==> src/dnsq_pkg.sv <==
// Shared types, constants and record helpers of the DNS A-query synthesizer.
// No dependencies; the parser, queue, emitter, top level and checker import this package.
package dnsq_pkg;

	localparam int MAX_PACKET = 2048;
	localparam int POS_W      = $clog2(MAX_PACKET + 1);
	localparam int HDR_LEN    = 12;
	localparam int REC_LEN    = 16;
	localparam int IDX_W      = $clog2(REC_LEN);
	localparam int FIFO_DEPTH = 4;
	localparam int FPTR_W     = $clog2(FIFO_DEPTH);
	localparam int FCNT_W     = $clog2(FIFO_DEPTH + 1);

	localparam logic [31:0] POOL_FIRST_RST = 32'hC612_0001;
	localparam logic [31:0] POOL_LAST_RST  = 32'hC613_FFFE;
	localparam logic [31:0] TTL_RST        = 32'd60;
	localparam logic [15:0] QTYPE_A        = 16'h0001;

	typedef enum logic [1:0] {
		CFG_POOL_FIRST = 2'd0,
		CFG_POOL_LAST  = 2'd1,
		CFG_TTL        = 2'd2
	} cfg_index_t;

	typedef enum logic [1:0] {
		VERDICT_DROP  = 2'd0,
		VERDICT_SYNTH = 2'd1,
		VERDICT_PASS  = 2'd2
	} verdict_t;

	typedef enum logic [1:0] {
		PH_HEADER,
		PH_LABEL_LEN,
		PH_LABEL_BODY,
		PH_TAIL
	} parse_phase_t;

	// One classified packet, handed from the parser to the emitter.
	typedef struct packed {
		verdict_t    verdict;
		logic [31:0] address;
		logic [15:0] qtype;
		logic [31:0] queries;
		logic [31:0] answers;
	} desc_t;

	// Byte of the answer record: name pointer, type A, class IN, TTL, length, address.
	function automatic logic [7:0] rec_byte(input logic [IDX_W-1:0] idx,
			input logic [31:0] ttl, input logic [31:0] addr);
		logic [7:0] b;
		case (idx)
			4'd0:    b = 8'hC0;
			4'd1:    b = 8'h0C;
			4'd2:    b = 8'h00;
			4'd3:    b = 8'h01;
			4'd4:    b = 8'h00;
			4'd5:    b = 8'h01;
			4'd6:    b = ttl[31:24];
			4'd7:    b = ttl[23:16];
			4'd8:    b = ttl[15:8];
			4'd9:    b = ttl[7:0];
			4'd10:   b = 8'h00;
			4'd11:   b = 8'h04;
			4'd12:   b = addr[31:24];
			4'd13:   b = addr[23:16];
			4'd14:   b = addr[15:8];
			default: b = addr[7:0];
		endcase
		return b;
	endfunction

endpackage

==> src/dnsq_if.sv <==
// Handshake channels of the DNS A-query synthesizer: packet bytes in, results out.
// Depends on nothing; each carries valid, ready and its payload fields.
interface dnsq_in_if;
	logic       valid;
	logic       ready;
	logic [7:0] pkt_byte;
	logic       pkt_last;

	modport source (output valid, output pkt_byte, output pkt_last, input ready);
	modport sink (input valid, input pkt_byte, input pkt_last, output ready);
endinterface

interface dnsq_out_if;
	logic        valid;
	logic        ready;
	logic [7:0]  answer_byte;
	logic        answer_valid;
	logic [1:0]  verdict;
	logic [31:0] synthetic_address;
	logic [15:0] query_type;
	logic [31:0] queries_seen;
	logic [31:0] answers_made;
	logic        result_last;

	modport source (output valid, output answer_byte, output answer_valid, output verdict,
		output synthetic_address, output query_type, output queries_seen,
		output answers_made, output result_last, input ready);
	modport sink (input valid, input answer_byte, input answer_valid, input verdict,
		input synthetic_address, input query_type, input queries_seen,
		input answers_made, input result_last, output ready);
endinterface

==> src/dnsq_parser.sv <==
// Front part: parses query bytes, allocates pool addresses and classifies packets.
// Depends on dnsq_pkg; pushes one descriptor per packet into the queue.
module dnsq_parser (
	input  logic                clk,
	input  logic                arst_n,
	input  logic                in_valid,
	input  logic [7:0]          in_byte,
	input  logic                in_last,
	output logic                in_ready,
	input  logic                queue_full,
	output logic                push,
	output dnsq_pkg::desc_t     push_desc,
	input  logic [31:0]         pool_first,
	input  logic [31:0]         pool_last
);
	import dnsq_pkg::*;

	logic [POS_W-1:0] pos_q, pos_n;
	parse_phase_t     phase_q, phase_n;
	logic [7:0]       skip_q, skip_n;
	logic [15:0]      qtype_q, qtype_n;
	logic [2:0]       bat_q, bat_n;
	logic [31:0]      next_addr_q, addr_inc;
	logic [31:0]      queries_q, answers_q;
	logic             accept, pos_ok, long_enough, qtype_ok, is_a;
	logic [15:0]      qtype_final;

	assign in_ready = !queue_full;
	assign accept   = in_valid && in_ready;
	assign pos_ok   = pos_q < POS_W'(MAX_PACKET);

	// Parse state after this byte.
	always_comb begin
		phase_n = phase_q;
		skip_n  = skip_q;
		qtype_n = qtype_q;
		bat_n   = bat_q;
		pos_n   = pos_q;
		if (pos_ok) begin
			pos_n = pos_q + 1'b1;
			unique case (phase_q)
				PH_HEADER: begin
					if (pos_q >= POS_W'(HDR_LEN - 1))
						phase_n = PH_LABEL_LEN;
				end
				PH_LABEL_LEN: begin
					if (in_byte == 8'h00) begin
						phase_n = PH_TAIL;
					end else begin
						skip_n  = in_byte;
						phase_n = PH_LABEL_BODY;
					end
				end
				PH_LABEL_BODY: begin
					if (skip_q != 8'd0)
						skip_n = skip_q - 1'b1;
					if (skip_n == 8'd0)
						phase_n = PH_LABEL_LEN;
				end
				PH_TAIL: begin
					if (bat_q == 3'd0)
						qtype_n = {in_byte, 8'h00};
					else if (bat_q == 3'd1)
						qtype_n = {qtype_q[15:8], in_byte};
					if (bat_q < 3'd4)
						bat_n = bat_q + 1'b1;
				end
				default: phase_n = PH_HEADER;
			endcase
		end
	end

	assign long_enough = pos_n >= POS_W'(HDR_LEN);
	assign qtype_ok    = (phase_n == PH_TAIL) && (bat_n >= 3'd4);
	assign qtype_final = qtype_ok ? qtype_n : 16'h0000;
	assign is_a        = long_enough && (qtype_final == QTYPE_A);
	assign addr_inc    = next_addr_q + 32'd1;

	assign push = accept && in_last;

	always_comb begin
		push_desc.verdict = VERDICT_DROP;
		push_desc.address = 32'd0;
		push_desc.qtype   = 16'h0000;
		push_desc.queries = queries_q;
		push_desc.answers = answers_q;
		if (long_enough) begin
			push_desc.queries = queries_q + 32'd1;
			push_desc.qtype   = qtype_final;
			push_desc.verdict = VERDICT_PASS;
			if (is_a) begin
				push_desc.verdict = VERDICT_SYNTH;
				push_desc.address = next_addr_q;
				push_desc.answers = answers_q + 32'd1;
			end
		end
	end

	always_ff @(posedge clk or negedge arst_n) begin
		if (!arst_n) begin
			pos_q       <= '0;
			phase_q     <= PH_HEADER;
			skip_q      <= '0;
			qtype_q     <= '0;
			bat_q       <= '0;
			next_addr_q <= POOL_FIRST_RST;
			queries_q   <= '0;
			answers_q   <= '0;
		end else if (accept) begin
			if (in_last) begin
				pos_q     <= '0;
				phase_q   <= PH_HEADER;
				skip_q    <= '0;
				qtype_q   <= '0;
				bat_q     <= '0;
				queries_q <= push_desc.queries;
				answers_q <= push_desc.answers;
				if (is_a)
					next_addr_q <= (addr_inc > pool_last) ? pool_first : addr_inc;
			end else begin
				pos_q   <= pos_n;
				phase_q <= phase_n;
				skip_q  <= skip_n;
				qtype_q <= qtype_n;
				bat_q   <= bat_n;
			end
		end
	end

endmodule

==> src/dnsq_desc_fifo.sv <==
// Short descriptor queue between the parser and the emitter.
// Depends on dnsq_pkg for the descriptor type and depth.
module dnsq_desc_fifo (
	input  logic            clk,
	input  logic            arst_n,
	input  logic            push,
	input  dnsq_pkg::desc_t push_desc,
	output logic            full,
	input  logic            pop,
	output logic            not_empty,
	output dnsq_pkg::desc_t head
);
	import dnsq_pkg::*;

	desc_t              entry_q [FIFO_DEPTH];
	logic [FPTR_W-1:0]  wr_q, rd_q;
	logic [FCNT_W-1:0]  count_q;

	assign full      = count_q == FCNT_W'(FIFO_DEPTH);
	assign not_empty = count_q != '0;
	assign head      = entry_q[rd_q];

	always_ff @(posedge clk) begin
		if (push)
			entry_q[wr_q] <= push_desc;
	end

	always_ff @(posedge clk or negedge arst_n) begin
		if (!arst_n) begin
			wr_q    <= '0;
			rd_q    <= '0;
			count_q <= '0;
		end else begin
			if (push)
				wr_q <= wr_q + 1'b1;
			if (pop)
				rd_q <= rd_q + 1'b1;
			if (push && !pop)
				count_q <= count_q + 1'b1;
			else if (pop && !push)
				count_q <= count_q - 1'b1;
		end
	end

endmodule

==> src/dnsq_emitter.sv <==
// Back part: expands each descriptor into result transactions through an output register.
// Depends on dnsq_pkg for the descriptor type and the record byte table.
module dnsq_emitter (
	input  logic            clk,
	input  logic            arst_n,
	input  logic            desc_avail,
	input  dnsq_pkg::desc_t head,
	output logic            pop,
	input  logic [31:0]     ttl,
	dnsq_out_if.source      out_ch
);
	import dnsq_pkg::*;

	desc_t            desc_q;
	logic             busy_q;
	logic [IDX_W-1:0] idx_q;
	logic             out_valid_q;
	logic             out_free, load_out, is_end, fin, synth;

	assign synth    = desc_q.verdict == VERDICT_SYNTH;
	assign out_free = !out_valid_q || out_ch.ready;
	assign load_out = busy_q && out_free;
	assign is_end   = !synth || (idx_q == IDX_W'(REC_LEN - 1));
	assign fin      = load_out && is_end;
	assign pop      = desc_avail && (!busy_q || fin);

	assign out_ch.valid = out_valid_q;

	always_ff @(posedge clk or negedge arst_n) begin
		if (!arst_n) begin
			busy_q      <= 1'b0;
			idx_q       <= '0;
			out_valid_q <= 1'b0;
		end else begin
			if (pop)
				busy_q <= 1'b1;
			else if (fin)
				busy_q <= 1'b0;
			if (pop)
				idx_q <= '0;
			else if (load_out)
				idx_q <= idx_q + 1'b1;
			if (load_out)
				out_valid_q <= 1'b1;
			else if (out_ch.ready)
				out_valid_q <= 1'b0;
		end
	end

	always_ff @(posedge clk) begin
		if (pop)
			desc_q <= head;
		if (load_out) begin
			out_ch.answer_byte       <= synth ? rec_byte(idx_q, ttl, desc_q.address) : 8'h00;
			out_ch.answer_valid      <= synth;
			out_ch.verdict           <= desc_q.verdict;
			out_ch.synthetic_address <= desc_q.address;
			out_ch.query_type        <= desc_q.qtype;
			out_ch.queries_seen      <= desc_q.queries;
			out_ch.answers_made      <= desc_q.answers;
			out_ch.result_last       <= is_end;
		end
	end

endmodule

==> src/dns_a_query_synthesizer_core.sv <==
// Top level of the DNS A-query synthesizer: configuration registers and the
// parser, descriptor queue and emitter. Depends on dnsq_pkg, dnsq_if and the three parts.
//
// Usage: query packets enter on in_ch one byte per transaction, pkt_last marking
// the final byte. Bytes past 2048 in a packet are not parsed. Each packet gives
// result transactions on out_ch: sixteen answer record bytes for a type A query
// (name pointer, type, class, TTL, length, pool address), otherwise a single
// transaction with answer_valid low and the verdict (drop or passthrough).
// Throughput: one input byte per cycle sustained as long as packets are at least as
// long as the results they cause; results leave at one per cycle while out_ch is ready.
// With the emitter idle, a packet's descriptor goes from the queue entry through the
// emitter's descriptor register to the output register before its first result is valid.
// A four-entry descriptor queue separates the parser from the emitter, so the parser
// keeps taking bytes while answers stream out; in_ch ready drops only when that queue
// is full, which happens when out_ch stalls or when four short packets wait behind
// an answer that is still streaming. When the receiver holds ready low, the output
// register keeps its transaction unchanged and the emitter waits.
// Reset clears all parse state and counters, returns the pool pointer to its
// reset first address and loads the reset register values. Only while the block is
// idle does the user write configuration via cfg_we/cfg_index/cfg_wdata (not enforced).
module dns_a_query_synthesizer_core (
	input  logic        clk,
	input  logic        arst_n,
	dnsq_in_if.sink     in_ch,
	dnsq_out_if.source  out_ch,
	input  logic        cfg_we,
	input  logic [1:0]  cfg_index,
	input  logic [31:0] cfg_wdata
);
	import dnsq_pkg::*;

	// Configuration registers. Writing the pool bounds does not move the pool
	// pointer; only reset and a wrap load it.
	logic [31:0] pool_first_q, pool_last_q, ttl_q;

	always_ff @(posedge clk or negedge arst_n) begin
		if (!arst_n) begin
			pool_first_q <= POOL_FIRST_RST;
			pool_last_q  <= POOL_LAST_RST;
			ttl_q        <= TTL_RST;
		end else if (cfg_we) begin
			case (cfg_index)
				CFG_POOL_FIRST: pool_first_q <= cfg_wdata;
				CFG_POOL_LAST:  pool_last_q  <= cfg_wdata;
				CFG_TTL:        ttl_q        <= cfg_wdata;
				default:        ;
			endcase
		end
	end

	// Queue signals between the front and back parts.
	logic  queue_full, push, pop, desc_avail;
	desc_t push_desc, head;

	dnsq_parser u_parser (
		.clk        (clk),
		.arst_n     (arst_n),
		.in_valid   (in_ch.valid),
		.in_byte    (in_ch.pkt_byte),
		.in_last    (in_ch.pkt_last),
		.in_ready   (in_ch.ready),
		.queue_full (queue_full),
		.push       (push),
		.push_desc  (push_desc),
		.pool_first (pool_first_q),
		.pool_last  (pool_last_q)
	);

	dnsq_desc_fifo u_fifo (
		.clk       (clk),
		.arst_n    (arst_n),
		.push      (push),
		.push_desc (push_desc),
		.full      (queue_full),
		.pop       (pop),
		.not_empty (desc_avail),
		.head      (head)
	);

	// TTL is read live; change it only while no answer is in flight (not enforced).
	dnsq_emitter u_emitter (
		.clk        (clk),
		.arst_n     (arst_n),
		.desc_avail (desc_avail),
		.head       (head),
		.pop        (pop),
		.ttl        (ttl_q),
		.out_ch     (out_ch)
	);

endmodule

==> src/flat_wrapper.sv <==
// flat-port wrapper written by rule: the top's interface ports become plain ports
module dns_a_query_synthesizer_core_flat import dnsq_pkg::*;
  (clk, arst_n, cfg_we, cfg_index, cfg_wdata, in_ch_valid, in_ch_pkt_byte, in_ch_pkt_last, in_ch_ready, out_ch_valid, out_ch_answer_byte, out_ch_answer_valid, out_ch_verdict, out_ch_synthetic_address, out_ch_query_type, out_ch_queries_seen, out_ch_answers_made, out_ch_result_last, out_ch_ready);
  dnsq_in_if in_ch_i ();
  dnsq_out_if out_ch_i ();
  input  logic clk;
  input  logic arst_n;
  input  logic cfg_we;
  input  logic [1:0] cfg_index;
  input  logic [31:0] cfg_wdata;
  input wire logic [$bits(in_ch_i.valid)-1:0] in_ch_valid;
  input wire logic [$bits(in_ch_i.pkt_byte)-1:0] in_ch_pkt_byte;
  input wire logic [$bits(in_ch_i.pkt_last)-1:0] in_ch_pkt_last;
  output wire logic [$bits(in_ch_i.ready)-1:0] in_ch_ready;
  output wire logic [$bits(out_ch_i.valid)-1:0] out_ch_valid;
  output wire logic [$bits(out_ch_i.answer_byte)-1:0] out_ch_answer_byte;
  output wire logic [$bits(out_ch_i.answer_valid)-1:0] out_ch_answer_valid;
  output wire logic [$bits(out_ch_i.verdict)-1:0] out_ch_verdict;
  output wire logic [$bits(out_ch_i.synthetic_address)-1:0] out_ch_synthetic_address;
  output wire logic [$bits(out_ch_i.query_type)-1:0] out_ch_query_type;
  output wire logic [$bits(out_ch_i.queries_seen)-1:0] out_ch_queries_seen;
  output wire logic [$bits(out_ch_i.answers_made)-1:0] out_ch_answers_made;
  output wire logic [$bits(out_ch_i.result_last)-1:0] out_ch_result_last;
  input wire logic [$bits(out_ch_i.ready)-1:0] out_ch_ready;
  assign in_ch_i.valid = in_ch_valid;
  assign in_ch_i.pkt_byte = in_ch_pkt_byte;
  assign in_ch_i.pkt_last = in_ch_pkt_last;
  assign in_ch_ready = in_ch_i.ready;
  assign out_ch_valid = out_ch_i.valid;
  assign out_ch_answer_byte = out_ch_i.answer_byte;
  assign out_ch_answer_valid = out_ch_i.answer_valid;
  assign out_ch_verdict = out_ch_i.verdict;
  assign out_ch_synthetic_address = out_ch_i.synthetic_address;
  assign out_ch_query_type = out_ch_i.query_type;
  assign out_ch_queries_seen = out_ch_i.queries_seen;
  assign out_ch_answers_made = out_ch_i.answers_made;
  assign out_ch_result_last = out_ch_i.result_last;
  assign out_ch_i.ready = out_ch_ready;
  dns_a_query_synthesizer_core u_core (.clk(clk), .arst_n(arst_n), .in_ch(in_ch_i), .out_ch(out_ch_i), .cfg_we(cfg_we), .cfg_index(cfg_index), .cfg_wdata(cfg_wdata));
endmodule
==> config.mk <==
export PLATFORM = sky130hd
export DESIGN_NAME = dns_a_query_synthesizer_core_flat
export DESIGN_NICKNAME = d
export VERILOG_FILES = /design/src/dnsq_pkg.sv /design/src/dnsq_if.sv /design/src/dnsq_parser.sv /design/src/dnsq_desc_fifo.sv /design/src/dnsq_emitter.sv /design/src/dns_a_query_synthesizer_core.sv /design/src/flat_wrapper.sv
export SDC_FILE = /design/constraint.sdc
export NUM_CORES = 1
export LEC_CHECK = 0
export BUFFER_PORTS_ARGS = -buffer_cell sky130_fd_sc_hd__buf_2
export CELL_PAD_IN_SITES_DETAIL_PLACEMENT = 0
export CELL_PAD_IN_SITES_GLOBAL_PLACEMENT = 1
export CORE_MARGIN = 1.5
export CORE_UTILIZATION = 30
export DETAILED_ROUTE_END_ITERATION = 7
export HOLD_SLACK_MARGIN = 0.12
export PLACE_DENSITY_LB_ADDON = 0.1
export SLEW_MARGIN = 30
export SYNTH_ARGS = -nofsm -noshare
export SYNTH_HDL_FRONTEND = slang
export SYNTH_SLANG_ARGS = --single-unit
==> constraint.sdc <==
create_clock -name clk -period 5.9 [get_ports clk]
set_input_delay 0.59 -clock clk [delete_from_list [all_inputs] [get_ports clk]]
set_output_delay 0.59 -clock clk [all_outputs]
set_load 0.01 [all_outputs]
Word-level counts from Yosys, hierarchy flattened
Memories as Yosys holds them, arrays and structs flattened. A register that Yosys moved wholly into a read port is not among the register bits.
Index checks and enable logic that the tools add are counted.
{ "totals": {"reg_bits": 370, "mem_bits_rw": 456, "in_bits": 48, "output_inout_bits": 126, "wordCells": 149, "mem_count": 1} }
{ "memory_table": {"columns": ["name", "words", "width", "rd", "rd_clocked_by_memory_dff", "write_ports", "line_no", "text"], "rows": [
  ["u_core.u_fifo.entry_q", 4, 114, 1, 1, 1, "dnsq_desc_fifo.sv:15", "desc_t entry_q [FIFO_DEPTH];"]
]} }
{ "op_classes": {"add_sub_neg": 11, "n_lt_le_gt_ge": 6, "eq_ne": 26, "muxes": 40, "n_reduce_logical": 40} }
{ "op_table": {"columns": ["cell", "n"], "rows": [
  ["114-bit two-way mux", 1],
  ["32-bit by 1-bit adder with 32-bit output (second input constant)", 3],
  ["8-bit case mux with 12 select lines", 1],
  ["16-bit two-way mux", 5],
  ["32-bit two-way mux", 2],
  ["8-bit two-way mux", 7],
  ["34-bit two-way mux", 1],
  ["4-bit equality test (second input constant)", 8],
  ["32-bit > comparator", 1],
  ["12-bit by 4-bit greater-or-equal comparator with 1-bit output (second input constant)", 2],
  ["12-bit two-way mux", 2],
  ["3-bit two-way mux", 6],
  ["16-bit by 1-bit equality test with 1-bit output (second input constant)", 1],
  ["4-bit by 3-bit equality test with 1-bit output (second input constant)", 4],
  ["8-bit zero test", 2],
  ["8-bit case mux with 2 select lines", 1],
  ["12-bit by 1-bit adder with 12-bit output (second input constant)", 1],
  ["12-bit < comparator (second input constant)", 1],
  ["2-bit nonzero test", 5],
  ["1-bit logical AND", 9],
  ["2-bit equality test (second input constant)", 4],
  ["4-bit by 2-bit equality test with 1-bit output (second input constant)", 2],
  ["2-bit two-way mux", 4],
  ["4-bit two-way mux", 2],
  ["other kinds (26)", 48]
]} }

Longest topological paths before layout
{ "logic_depth": {"depth_word": 15, "depth_mapped": 17, "depth_no_buf": 14} }

Cells and area by module
A second synthesis with hierarchy kept.
{ "unflattened": {"cells_unflattened": 2481, "area_unflattened_um2": 39556.7} }
{ "modules_own_cells": {"columns": ["mod", "instances", "cells_each", "area_each_um2"], "rows": [
  ["dnsq_desc_fifo", 1, 630, 16816.1],
  ["dnsq_parser", 1, 1270, 10866.7],
  ["dnsq_emitter", 1, 377, 8206.6],
  ["dns_a_query_synthesizer_core", 1, 204, 3667.3]
]} }

Worst setup path before layout
Ideal clock, no wire load.
{ "synth_path": {"path_kind": "flip-flop to flip-flop", "from": "register u_core.u_emitter.idx_q[0]", "to": "register u_core.u_fifo.count_q[1]", "setup_ps": 125, "arrival_ps": 5724, "path_slack_ps": 51, "stages_incl_launch_ff": 13, "path_buffers": 2, "path_cell_list": "dfrtp_1 -> ha_1 -> clkbuf_1 -> nand3_1 -> nand2_1 -> a21bo_2 -> o31a_1 -> clkbuf_1 -> inv_1 -> ha_1 -> inv_1 -> fa_1 -> mux2_2"} }
{ "synth_between": {"elab_chain_len": 8, "word_cells_on_any_way": 10, "cone_classes": "1 x eq/ne; 1 x mux; 8 x reduce/logical"} }
{ "synth_rtl": {"columns": ["element", "line_no", "text"], "rows": [
  ["start, declared", "dnsq_emitter.sv:16", "logic [IDX_W-1:0] idx_q;"],
  ["start signal, assigned", "dnsq_emitter.sv:42", "idx_q <= idx_q + 1'b1;"],
  ["4-bit equality test *", "dnsq_emitter.sv:23", "assign is_end = !synth || (idx_q == IDX_W'(REC_LEN - 1));"],
  ["1-bit logical OR *", "dnsq_emitter.sv:23", null],
  ["via u_core.u_emitter.is_end", "dnsq_emitter.sv:18", "logic out_free, load_out, is_end, fin, synth;"],
  ["1-bit logical AND *", "dnsq_emitter.sv:24", "assign fin = load_out && is_end;"],
  ["1-bit logical OR *", "dnsq_emitter.sv:25", "assign pop = desc_avail && (!busy_q || fin);"],
  ["1-bit logical AND *", "dnsq_emitter.sv:25", null],
  ["via u_core.pop", "dns_a_query_synthesizer_core.sv:52", "logic queue_full, push, pop, desc_avail;"],
  ["1-bit zero test", "dnsq_desc_fifo.sv:38", "if (push && !pop)"],
  ["1-bit logical AND", "dnsq_desc_fifo.sv:38", null],
  ["3-bit two-way mux / 2-bit nonzero test (equally long branches)", null, null],
  ["end signal, assigned", "dnsq_desc_fifo.sv:39", "count_q <= count_q + 1'b1;"],
  ["end signal, assigned", "dnsq_desc_fifo.sv:41", "count_q <= count_q - 1'b1;"],
  ["end, declared", "dnsq_desc_fifo.sv:17", "logic [FCNT_W-1:0] count_q;"]
]} }
The timed path passes the listed nets; every way through them passes the cells marked *.
A chain may end at the register's enable or synchronous reset.

Final worst setup path
{ "layout_path": {"from": "register u_core.u_parser.next_addr_q[0]", "to": "register u_core.u_parser.next_addr_q[9]"} }
{ "layout_between": {"elab_chain_len": 3} }
{ "layout_rtl": {"columns": ["element", "line_no", "text"], "rows": [
  ["start, declared", "dnsq_parser.sv:23", "logic [31:0] next_addr_q, addr_inc;"],
  ["start signal, assigned", "dnsq_parser.sv:119", "next_addr_q <= (addr_inc > pool_last) ? pool_first : addr_inc;"],
  ["32-bit by 1-bit adder with 32-bit output *", "dnsq_parser.sv:77", "assign addr_inc = next_addr_q + 32'd1;"],
  ["32-bit > comparator", "dnsq_parser.sv:119", null],
  ["32-bit two-way mux *", "dnsq_parser.sv:119", null]
]} }
Every way passes the cells marked *; elsewhere a longest branch is shown, timed or not.

==> summary.md <==
| Metric | Value |
|---|---|
| Status | completed |
| # fillers | 12100 |
| Post-synth top cells | edfxtp_1, dfrtp_1, nand2_1, xnor2_1, mux4_2 |
| Inserted Clock Buffers | between 100 and 150 |
| Final setup fails | 0 |
| Initial Util | between 30% and 40% |
| Pins Over Slew Limit | 0 |
| Top achievable clock speed | 199 MHz |
| WL per Instance | 22.9 um |
| DP Area | 41500 um^2 |
| Synth Warn # | 0 |
| Port bufs | 173 |
| Worst Path Arrival | 5570 ps |
| Routability cong. | 0.826 |
| Pin count of the biggest net entering global routing | 141 |
| Final core utilization | 35.6% |
| Area contributors post-synth | edfxtp_1, dfrtp_1, mux4_2 |
| Clock root buffer | clkbuf_16 |
| Ports | ~170 |
| Count leader, synth | edfxtp_1 |
| Clk sinks | 940 |
| Dpl hpwl | 64300 um |
| Std-Cell Core Area | about 130000 um^2 |
| Post-CTS Setup Repair Bufs | 0 |
| Syn nets | 2521 |
| Worst setup EP type | flip-flop |
| Largest area contributor in the netlist | edfxtp_1 |
| Mapped cell area | a little under 40000 um^2 |
| Max-cap violations | 0 |
| Routed WL | 101000 um |
| Die Area | ~130000 um^2 |
| # rows | 131 |
| Post-Layout Cell Count | about 4400 |
| Final min period | 5030 ps |
| Met1 WL | 46700 um |
| CTS tree | built |
| Mapped Cells | 2423 |
| Die width | 362 um |
| Slew headroom | 41.7% |
| WL met3 | between 4000 and 5000 um |
| Number of global-route vias before repair | 22600 |
| CP startpoint kind | flip-flop |
| Vias per cell | between 4 and 5 |
| Slowest-stage cell, CP | nor4_1 |
| Top-area cell type share of the netlist area | a little over half |
| Max Used Layer | met4 |
| Ys flop type | edfxtp_1 |
| Seq cells post-synth | between 900 and 1000 |
| Reg with most FFs | u_core.u_fifo.entry_q |
| R2r setup slk | 870 ps |
| Max Clock Skew | ~26 ps |
| Clock transition at path regs | 60 ps |
| Share of cells above drive strength 1 | between 20% and 30% |
| Gr usage total | approximately 15% |
| Pwr dens | 457 nW/um^2 |
| Layout Nets | 2741 |
| Setup TNS | 0 ps |
| Syn Area/Cell | 15.9 um^2 |
| Post-route ant nets | 0 |
| Max Root-Sink Buffers | 3 |
| Synthesis-to-finish area growth | 17.7% |
| CP Class | flip-flop to flip-flop |
| Final Hold Viols | 0 |
| Async SR Flop Fraction | 26.2% |
| Post-synth EDFFs | between 600 and 700 |
| Design area | 45400 um^2 |
| Metal2 WL | between 40000 and 50000 um |
| RSZ-0062 raised after global routing | no |
| Largest regs | u_core.u_fifo.entry_q x456, u_core.u_emitter.desc_q x114 |
| Synth unique cells | between 70 and 80 |
| Largest register FFs | 456 |
| Critical path's largest stage delay | 600 ps |
| Vias | 21600 |
| 1st-pass router iterations | 5 |
| Min-Delay Path Class | input port to flip-flop |
| Final worst-path cycle share | 85.2% |
| Crit-path cells | ha_1, nand4_1, nor2_1, and4_1, and3_1, xnor2_1, ha_1, nand4_1, nor4_1, nand2_1, a22oi_1, buf_4, and2_1, buf_4, mux2i_1, a22oi_1 |
| Worst-Skew Late Latency | 710 ps |
| Register area share after synthesis | 70.1% |
| Leak | 16.5 nW |
| Worst Tran Pin Value | about 870 ps |
| Placed Cells | 4188 |
| DRC Markers | 0 |
| Global-route wire length before repair | around 150000 um |
| GRT overflow | 0 |
| Initial antenna violation count | 4 |
| Height of the die | between 300 and 400 um |
| VDD IR max | 0.274 mV |
| DR iter-0 viols | 1645 |
| WP data required | around 6400 ps |
| H-Tree Depth | 3 |
| CP max FO | 21 |
[per-stage QoR]
step | setup WS [ps] | hold slack, ps | total power [mW]
after floorplan | 51.0 | 294 | 12.0
after CTS | 833 | 123 | 21.2
final | 871 | 175 | 20.7
after global routing | 531 | 159 | 21.8
after detailed placement | 870 | 405 | 13.9
after global placement | 1010 | 409 | 13.9
[cells in the final DEF (no fill, tap or decap), drive strengths merged, types with 6 or more instances in the layout]
master / n
a21oi: 71
nand3: 63
buf: 217
a221oi: 7
xor2: 18
nand2b: 6
clkbuf: 129
xnor2: 148
a22oi: 26
dlygate4sd3: 7
a22o: 12
dfrtp: 206
nand4: 57
clkinvlp: 9
and2: 49
clkinv: 46
nand2: 174
mux4: 114
dfstp: 40
ha: 49
a31o: 6
and4: 11
and3: 39
nor2: 59
a21boi: 15
o21ai: 90
mux2: 111
nor3: 28
nor4: 16
bufinv: 19
a31oi: 7
inv: 92
edfxtp: 694
a222oi: 6
mux2i: 15
[area by class of cell]
type / instances / area [um^2] / area share, %
well taps: 1662 / 2080 / 4.58
clock inverters: 76 / 905 / 1.99
multi-input cells: 1279 / 10800 / 23.7
diodes: 2 / 5.00 / 0.0110
repair buffers: 224 / 1390 / 3.07
clock buffers: 129 / 2890 / 6.35
inverters: 90 / 338 / 0.744
flip-flops and latches: 940 / 27100 / 59.6
[per-layer routing]
| layer | GRT usage, % | vias to the layer above |
|---|---|---|
| met4 | 5.74 | 0 |
| met3 | 2.82 | 147 |
| li1 | - | 9694 |
| met5 | 0 | - |
| met2 | 24.0 | 518 |
| met1 | 21.7 | 11200 |
[where the power goes]
group | leakage, nW | total [mW] | switching [mW] | internal [mW]
sequential | 9.70 | 9.63 | 0.796 | 8.84
combinational | 4.91 | 4.01 | 2.39 | 1.62
clock | 1.84 | 7.10 | 2.78 | 4.32
[what timing repair did]
action	4_1_cts	5_1_grt
hold endpoints to repair	79	0
resized for setup	0	0
hold buffers	7	0
[cell families (layout without fill, tap and decap cells)]
family                   after synthesis  count (layout)  share of synthesized area, %
AND/OR/NAND/NOR                      529             529                          7.02
adder cells (fa/ha/maj)               50              50                          1.64
XOR/XNOR                             166             166                          3.77
multiplexers                         240             240                          10.3
other                                  0               2                             0
flip-flops                           940             940                          70.1
buffers and inverters                204             519                          2.18
AO/OA/AOI/OAI                        294             294                          4.99
[critical path, delay by kind of cell, from the launching register on]
kind	cells	cell delay, ps
AND/OR/NAND/NOR	8	2430
buffers and inverters	2	610
AO/OA/AOI/OAI	2	310
XOR/XNOR	1	80
flip-flops	1	590
adder cells (fa/ha/maj)	2	580
multiplexers	1	230
[final timing paths]
kind,from,endpoint,depth (start not counted)
worst max-delay path,u_core.u_parser.next_addr_q[0],u_core.u_parser.next_addr_q[9],16
worst min-delay path,cfg_wdata[18],u_core.pool_last_q[18],2
worst max register to register,u_core.u_parser.next_addr_q[0],u_core.u_parser.next_addr_q[9],16
max in group asynchronous,arst_n,u_core.pool_first_q[13],3
worst min register to register,u_core.u_emitter.desc_q[20],u_core.u_emitter.out_ch.answers_made[20],0
min in group asynchronous,arst_n,u_core.u_parser.queries_q[10],2
No activity file was read; power rests on OpenSTA's default activity.
